## src/hw/rtl/bpa_pkg.sv

```systemverilog
// ----------------------------------------------------------------------------
// bpa_pkg: shared types and constants
// Field widths, action and status codes, sequencer states and the control
// structs passed to the row unit of the bitmap page allocator.
// ----------------------------------------------------------------------------
`default_nettype none

package bpa_pkg;

  localparam int ACT_W    = 2;
  localparam int ADDR_W   = 28;
  localparam int LEN_W    = 29;
  localparam int STAT_W   = 2;

  // One map row holds the used bits of this many pages.
  localparam int WORD_BITS = 32;
  localparam int BIT_W     = $clog2(WORD_BITS);

  typedef enum logic [ACT_W-1:0] {
    ACT_LOAD  = 2'd0,
    ACT_ALLOC = 2'd1,
    ACT_FREE  = 2'd2
  } action_t;

  typedef enum logic [STAT_W-1:0] {
    STAT_OK    = 2'd0,
    STAT_NONE  = 2'd1,
    STAT_RANGE = 2'd2
  } status_t;

  typedef enum logic [3:0] {
    S_INIT,
    S_IDLE,
    S_SETUP,
    S_REG_CHK,
    S_CLR_RD,
    S_CLR_WR,
    S_ALC_RD,
    S_ALC_CHK,
    S_DONE
  } state_t;

  typedef enum logic {
    ROP_CLEAR,
    ROP_TAKE
  } row_op_t;

  typedef struct packed {
    row_op_t          op;
    logic [BIT_W-1:0] lo;
    logic [BIT_W-1:0] hi;
  } row_ctl_t;

  typedef struct packed {
    logic             found;
    logic [BIT_W-1:0] idx;
  } row_res_t;

endpackage

`default_nettype wire

```

## src/hw/rtl/bpa_row_unit.sv

```systemverilog
// ----------------------------------------------------------------------------
// bpa_row_unit: shared row modify unit
// Clears a window of bits in a map row, or finds the lowest free bit inside
// the window and marks it used.
// ----------------------------------------------------------------------------
`default_nettype none

module bpa_row_unit (
  input  wire logic [bpa_pkg::WORD_BITS-1:0] data,
  input  wire bpa_pkg::row_ctl_t             ctl,
  output logic      [bpa_pkg::WORD_BITS-1:0] new_data,
  output bpa_pkg::row_res_t                  res
);
  import bpa_pkg::*;

  logic [WORD_BITS-1:0] win;
  logic [WORD_BITS-1:0] cand;
  logic [WORD_BITS-1:0] pick;

  // Window of bit positions lo..hi inclusive.
  always_comb begin
    for (int b = 0; b < WORD_BITS; b++) begin
      win[b] = (BIT_W'(b) >= ctl.lo) && (BIT_W'(b) <= ctl.hi);
    end
  end

  assign cand = ~data & win;

  // Lowest free bit in the window.
  always_comb begin
    res.found = |cand;
    res.idx   = '0;
    for (int b = WORD_BITS - 1; b >= 0; b--) begin
      if (cand[b]) begin
        res.idx = BIT_W'(b);
      end
    end
  end

  assign pick = res.found ? (WORD_BITS'(1) << res.idx) : '0;

  always_comb begin
    unique case (ctl.op)
      ROP_CLEAR: new_data = data & ~win;
      ROP_TAKE:  new_data = data | pick;
      default:   new_data = data;
    endcase
  end

endmodule

`default_nettype wire

```

## config.mk

```make
export PLATFORM = sky130hd
export DESIGN_NAME = bpa_row_unit
export DESIGN_NICKNAME = d
export VERILOG_FILES = /design/src/hw/rtl/bpa_pkg.sv /design/src/hw/rtl/bpa_row_unit.sv
export SDC_FILE = /design/constraint.sdc
export NUM_CORES = 1
export LEC_CHECK = 0
export ABC_CLOCK_PERIOD_IN_PS = 5250
export BUFFER_PORTS_ARGS = -buffer_cell sky130_fd_sc_hd__buf_2
export CAP_MARGIN = 40
export CORE_UTILIZATION = 58
export DETAILED_ROUTE_END_ITERATION = 10
export PLACE_DENSITY = 0.95
export SYNTH_ARGS = -nofsm -noshare
export SYNTH_HDL_FRONTEND = slang
export SYNTH_SLANG_ARGS = --single-unit
```

## constraint.sdc

```tcl
create_clock -name vclk -period 5.25
set_input_delay 0.525 -clock vclk [all_inputs]
set_output_delay 0.525 -clock vclk [all_outputs]
set_load 0.005 [all_outputs]
```

### After elaboration in Yosys (flattened, before gate mapping)

Cells that the tools add are included.

* bits in registers: 0
* input bits: 43
* output and inout bits: 38
* logic and storage cells: 138

* magnitude comparators: 64
* shifts and indexed selects: 1
* muxes and demuxes: 34
* bitwise gates (word level): 6
* reductions and logical operators: 33

Operators by type and width (number)
* $mux 5: 32
* $ge 5x5->1 const A: 16
* $le 5x5->1 const A: 16
* $and 32x32->32: 2
* $not 32->32: 2
* $pmux 32 s2: 1
* $ge 4x5->1 const A: 8
* $le 4x5->1 const A: 8
* $logic_and 1x1->1: 32
* $mux 32: 1
* $or 32x32->32: 1
* $reduce_or 32->1: 1
* $shl 1x5->32 const A: 1
* $ge 3x5->1 const A: 4
* $le 3x5->1 const A: 4
* $ge 1x5->1 const A: 2
* $ge 2x5->1 const A: 2
* $le 1x5->1 const A: 2
* $le 2x5->1 const A: 2
* $not 1->1: 1

### Logic depth before layout (Yosys ltp)

Gate-level depths: netlist of the first run.

* depth after elaboration: 39
* depth in mapped cells: 13
* gate-level depth less buffers: 8

### Worst setup path after synthesis of the first run

Ideal clock, no wire load.

* path type: input -> output
* from: input ctl[8] (netlist name)
* to: output new_data[10] (netlist name)
* arrival time: 2678 ps
* data required time: 4725 ps
* setup slack: 2047 ps
* stages on the path: 11
* path buffers: 3
* cells stage by stage: buf_2 > or3_1 > clkbuf_1 > or4b_1 > nand4_2 > a21oi_1 > a31oi_1 > and2_1 > buf_4 > inv_2 > o41ai_1

* word-level cells in the longest chain between the ends: 39

Ends and longest elaborated chain
* from (decl): line bpa_row_unit.sv:10 `input wire bpa_pkg::row_ctl_t ctl,`
* $ge 5x5->1: line bpa_row_unit.sv:23 `win[b] = (BIT_W'(b) >= ctl.lo) && (BIT_W'(b) <= ctl.hi);`
* $logic_and 1x1->1: line bpa_row_unit.sv:23
* $and 32x32->32: line bpa_row_unit.sv:27 `assign cand = ~data & win;`
* $mux 5 (32 in a row): line bpa_row_unit.sv:34 `if (cand[b]) begin`
* $shl 1x5->32: line bpa_row_unit.sv:40 `assign pick = res.found ? (WORD_BITS'(1) << res.idx) : '0;`
* $mux 32: line bpa_row_unit.sv:40
* $or 32x32->32: line bpa_row_unit.sv:45 `ROP_TAKE: new_data = data | pick;`
* $pmux 32 s2 (*): line bpa_row_unit.sv:43 `unique case (ctl.op)`
* to (decl): line bpa_row_unit.sv:11 `output logic [bpa_pkg::WORD_BITS-1:0] new_data,`

Every way passes the cells marked *; elsewhere a longest branch is shown, timed or not.

### Final worst setup path of the first run

* from: input ctl[9] (netlist name)
* to: output new_data[19] (netlist name)

The elaborated chain is that of the path after synthesis.

==> results of run 1 <==
-- cells in the final DEF, fill, tap and decap left out, types with 6 or more instances in the layout --
cell type,synthesis,final
o41ai_1,10,10
buf_2,7,81
and2_1,8,8
nand3_1,16,16
or4_1,6,6
nand2_1,25,25
nor3_1,13,13
o2111ai_1,6,6
o21ai_0,22,22
a21oi_1,12,12
or3_1,10,10
o31ai_1,27,27
and3_1,7,7
nor2_1,22,22
inv_1,8,8
nor2b_1,6,6
-- critical path, stage by stage --
cell and delay (ns):
buf_2 0.27, or3_1 0.52, or4b_1 0.60, nand4_2 0.17, a21oi_1 0.06, a31oi_1 0.18, and2_1 0.57, inv_2 0.33
o41ai_2 0.42, buf_2 0.17
-- Yosys cell counts, types with 2 or more instances --
| master | number |
|---|---|
| a21bo_2 | 2 |
| nor4_1 | 4 |
| nor3_1 | 13 |
| and2_1 | 8 |
| nand3b_1 | 3 |
| and3_1 | 7 |
| nand3_1 | 16 |
| buf_4 | 12 |
| or3_1 | 10 |
| o211a_1 | 3 |
| a32o_1 | 2 |
| a211o_1 | 5 |
| o21a_1 | 5 |
| nor2b_1 | 6 |
| o21bai_1 | 3 |
| inv_1 | 8 |
| a211oi_1 | 5 |
| a41oi_1 | 2 |
| buf_6 | 8 |
| nand2_1 | 25 |
| o21ai_1 | 4 |
| a21oi_1 | 12 |
| o2111ai_1 | 6 |
| nor2_2 | 2 |
| clkbuf_1 | 3 |
| nand4_1 | 4 |
| nor2_1 | 22 |
| a21o_1 | 4 |
| inv_2 | 2 |
| a2111oi_1 | 2 |
| nand2b_1 | 2 |
| o31ai_1 | 27 |
| o21ai_0 | 22 |
| or4_1 | 6 |
| buf_2 | 7 |
| o32ai_1 | 3 |
| or2_2 | 5 |
| o41ai_1 | 10 |
| a2111oi_2 | 3 |
| nand4b_1 | 2 |
| a31oi_1 | 2 |
| o2111a_1 | 4 |
-- routing by layer --
layer / vias to the layer above / global-route usage, % / part of all wire [%]
li1: 1459 / - / -
met1: 1519 / 56.9 / 36
met2: 347 / 72.9 / 43
met3: 84 / 5.36 / 13
met4: 0 / 25.3 / 7.9
met5: - / 0 / 0
-- power by group through the flow --
stage          clock network [mW]  registers (mW)  logic [mW]
6_report                        0               0       0.297
5_1_grt                         0               0       0.314
4_1_cts                         0               0       0.282
3_5_place_dp                    0               0       0.280
2_1_floorplan                   0               0       0.203
3_3_place_gp                    0               0       0.275
-- worst paths after layout --
kind                  endpoint  slack (ns)    start
setup / recovery  new_data[19]        0.90   ctl[9]
hold / removal     new_data[4]        1.35  data[4]
-- cell type report --
class,count,share of cell area (%)
inverter,11,1.66
multi-input combinational,291,79.6
timing repair buffer,81,16.3
tap,48,2.41
-- metrics by stage --
step | utilization (%) | hold WS (ns)
after floorplan | - | 1.14
after global placement | 67.4 | 1.35
after detailed placement | 67.4 | 1.35
after CTS | 67.4 | 1.35
after global routing | 67.4 | 1.37
final | 67.4 | 1.35
-- cells by family after synthesis --
| logic type | after synthesis |
|---|---|
| compound gates | 144 |
| buf+inv | 41 |
| simple gates | 147 |
==> impl_metrics.yaml, run 1 <==
run_status:
  status: "finished, final reports clean"
worst_setup_path:
  startpoint_type: "input pin"
  end_kind: "output pin"
  path_class: "in2out"
  critPathMaxFanout: 29
  cp.required_ns: 4.72
  arrival_ns: 3.83
logic_synthesis:
  yosys.area.top_type_share_pct: 9.02
  muxShareOfSynthArea_pct: 0
  synth_area_sq_um: 2250
  synth_xor_area_share_pct: 0
  synth_compound_area_share_pct: 50.6
  synth_simple_gate_area_share_pct: 37.5
  synth_area_per_cell_sq_um: 6.77
  synth_top_area_cell: "o31ai_1"
  synthTopCellsByArea: "o31ai_1, o21ai_0, nand2_1"
  syn_inst: 332
  yosysSeqAreaShare_pct: 0
  syn_nets: 375
  yosysUniqueCellTypes: 73
  synth_fa_ha_area_share_pct: 0
  synth_top_family_by_area: "compound AO/OA/AOI/OAI gates"
  ys_warn_count: 0
cells_and_area:
  post-route-cell-area_sq_um: 2490
  area_growth_pct: 10.6
  drive_gt1_share_pct: 28.2
  fin_cells: 431
  n_fill_cell: 365
  num-nets-final: 428
  ff_latch_area_sq_um: 0
  clockBufferCount: 0
  num_antenna_cells: 0
  nFlopsAndLatches: 0
  multi_input_area_sq_um: 1980
sta:
  fin_tns_setup_ns: 0
  setup_ws_ns: 0.897
  slew_headroom_pct: 38.4
  setup_violations: 0
  layout_min_cycle_time_ns: 4.35
  period_share_pct: 82.9
  max_freq_mhz: 230
  rsz0062_at_grt: "no"
  drv_slew: 0
  worst_pin_slew_ns: 0.921
  final_hold_viol_count: 0
detailed_routing:
  route.detailed.drc: 0
  num_vias: 3409
  drt-pass1-iter-count: 6
  ant_nets: 0
  routed_wl_um: 9380
  drt_iter0_markers: 606
  wire_per_inst_um: 21.8
  vias_per_cell: 7.91
clocking:
  post-cts-setup-buffers: 0
  cts-resized-gates: 0
  cts_hold_repair.buffers: 0
hold_path:
  holdPathStages: 3
  hold_path.class: "in2out"
power:
  swShare_pct: 66.5
  p_per_area_nw_per_um2: 119
  pwr-share-clk_pct: 0
  p_leak_nw: 1.02
  peakVddDrop_mv: 0.0759
  pwr-share-seq_pct: 0
  switching_power_mw: 0.197
  power_mw: 0.297
  p_comb_share_pct: 100.0
  power.internal_mw: 0.0994
die:
  die-area_sq_um: 4130
  die_width_um: 64.3
  ios: 81
  die_h_um: 64.3
  initial_core_util_pct: 61.0
  rows: 22
  core-area_sq_um: 3690
placement:
  port_buffers: 81
  dp.final_hpwl_um: 6810
  gp_congestion: 1.01
  post_dp_cell_area_sq_um: 2490
  pre_cts_slack_ns: 1.07
  dp.cells: 431
grt:
  overflow: 0
  grt_pass1_vias: 3022
  grt_use_total_pct: 45.0
  grt_pass1_wl_um: 14700
  grt_max_degree: 32
  antenna_found_initial: 0
run:
  cap_violations: 0
No activity file was read; power rests on OpenSTA's default activity.
==> inputs of run 2 (changes only) <==
--- a/config.mk
+++ b/config.mk
@@ -5,12 +5,12 @@
 export SDC_FILE = /design/constraint.sdc
 export NUM_CORES = 1
 export LEC_CHECK = 0
-export ABC_CLOCK_PERIOD_IN_PS = 5250
+export ABC_CLOCK_PERIOD_IN_PS = 4100
 export BUFFER_PORTS_ARGS = -buffer_cell sky130_fd_sc_hd__buf_2
 export CAP_MARGIN = 40
-export CORE_UTILIZATION = 58
+export CORE_UTILIZATION = 53
 export DETAILED_ROUTE_END_ITERATION = 10
-export PLACE_DENSITY = 0.95
+export PLACE_DENSITY = 0.89
 export SYNTH_ARGS = -nofsm -noshare
 export SYNTH_HDL_FRONTEND = slang
 export SYNTH_SLANG_ARGS = --single-unit
==> constraint.sdc (replaced) <==
create_clock -name vclk -period 4.1
set_input_delay 0.41 -clock vclk [all_inputs]
set_output_delay 0.41 -clock vclk [all_outputs]
set_load 0.005 [all_outputs]
==> run 2 against run 1 <==
  * Core utilization is 4.6 points lower
  * Count of clock-buffer cells in the layout did not move
  * Critical path depth stayed put
  * Worst hold slack got worse by 0.23 ns
  * Die area rose by 9.1%
  * Critical path type unchanged
==> impl_metrics.yaml, run 2 (same netlist as run 1, synthesis figures left out) <==
run_status:
  status: "finished, final reports clean"
worst_setup_path:
  cp.required_ns: 3.69
  end_kind: "output pin"
  startpoint_type: "input pin"
  critPathMaxFanout: 24
  cp_slowest_cell: "a2111oi_2"
  path_cells: "buf_2, o21ai_1, a2111oi_2, a41oi_1, and3_1, a2111o_1, and2_1, buf_4, o41ai_1, buf_2"
  crit_top_cell: "buf_2"
  arrival_ns: 3.46
  slowest_delay_ns: 0.58
  path_class: "in2out"
grt:
  grt_use_total_pct: 42.3
  grt_max_degree: 32
  grt_pass1_vias: 2804
  antenna_found_initial: 0
  overflow: 0
  grt_pass1_wl_um: 14200
hold_path:
  hold_path.class: "in2out"
  holdPathStages: 3
die:
  ios: 81
  die-area_sq_um: 4510
  die_width_um: 67.1
  initial_core_util_pct: 55.8
  die_h_um: 67.1
  rows: 23
  core-area_sq_um: 4030
sta:
  drv_slew: 0
  max_freq_mhz: 259
  final_hold_viol_count: 0
  fin_tns_setup_ns: 0
  layout_min_cycle_time_ns: 3.87
  rsz0062_at_grt: "no"
  worst_pin_slew_ns: 0.610
  slew_headroom_pct: 59.0
  period_share_pct: 94.3
  setup_violations: 0
detailed_routing:
  num_vias: 3203
  route.detailed.drc: 0
  routed_wl_um: 9680
  vias_per_cell: 7.31
  drt_iter0_markers: 379
  ant_nets: 0
  drt-pass1-iter-count: 5
  wire_per_inst_um: 22.1
placement:
  gp_congestion: 0.966
  port_buffers: 81
  dp.final_hpwl_um: 7180
power:
  swShare_pct: 65.2
  power.internal_mw: 0.137
  p_per_area_nw_per_um2: 155
  switching_power_mw: 0.257
  pwr-share-seq_pct: 0
  pwr-share-clk_pct: 0
  peakVddDrop_mv: 0.103
  p_leak_nw: 1.05
  power_mw: 0.393
  p_comb_share_pct: 100.0
cells_and_area:
  final_cell_mix: "buf_2, o31ai_1, nand2_1"
  clockBufferCount: 0
  area_growth_pct: 12.6
  drive_gt1_share_pct: 29.4
  ff_latch_area_sq_um: 0
  num_antenna_cells: 0
  n_fill_cell: 412
  num-nets-final: 433
  multi_input_area_sq_um: 1990
  layout_commonest_cell: "buf_2"
  nFlopsAndLatches: 0
run:
  cap_violations: 0
[run 2: metrics by stage]
| stage | setup slack (ns) | std cells | area, sq um | util (%) | hold slack [ns] |
|---|---|---|---|---|---|
| final | 0.234 | 438 | 2530 | 62.9 | 1.12 |
| after floorplan | 1.13 | 332 | 2250 | - | 0.910 |
| after global routing | 0.0161 | 438 | 2530 | 62.9 | 1.13 |
| after detailed placement | 0.224 | 438 | 2530 | 62.7 | 1.11 |
| after CTS | 0.222 | 438 | 2530 | 62.7 | 1.12 |
| after global placement | 0.274 | 438 | 2530 | 62.7 | 1.12 |
[run 2: power by group through the flow]
stage / clock [mW] / sequential (mW) / combinational [mW]
finish: 0 / 0 / 0.393
global route: 0 / 0 / 0.418
CTS: 0 / 0 / 0.377
detailed placement: 0 / 0 / 0.375
global placement: 0 / 0 / 0.371
floorplan: 0 / 0 / 0.260
[run 2: final timing paths]
kind / from / end / slack [ns]
worst max-delay path: ctl[2] / new_data[23] / 0.23
worst min-delay path: data[4] / new_data[4] / 1.12
[run 2: layout make-up]
| cell class | instances | share of cell area, % |
|---|---|---|
| tap | 50 | 2.47 |
| timing repair buffer | 86 | 17.5 |
| inverter | 11 | 1.63 |
| multi-input combinational | 291 | 78.4 |
[run 2: worst max-delay path, delay by kind of cell]
kind            cells  cell delay (ns)
compound gates      5             1.71
buf+inv             3             0.81
simple gates        2             0.53
[run 2: timing repair]
action,4_1_cts,5_1_grt
endpoints found under the setup margin,0,1
endpoints found under the hold margin,0,0
buffers inserted,0,0
hold buffers,0,0
resized for setup,0,1
[run 2: per-layer routing]
metal	GRT usage, %	up-vias	part of all wire (%)
met1	54.3	1454	38
met5	0	-	0
li1	-	1474	-
met2	70.4	235	46
met3	3.21	40	10
met4	21.3	0	5.5
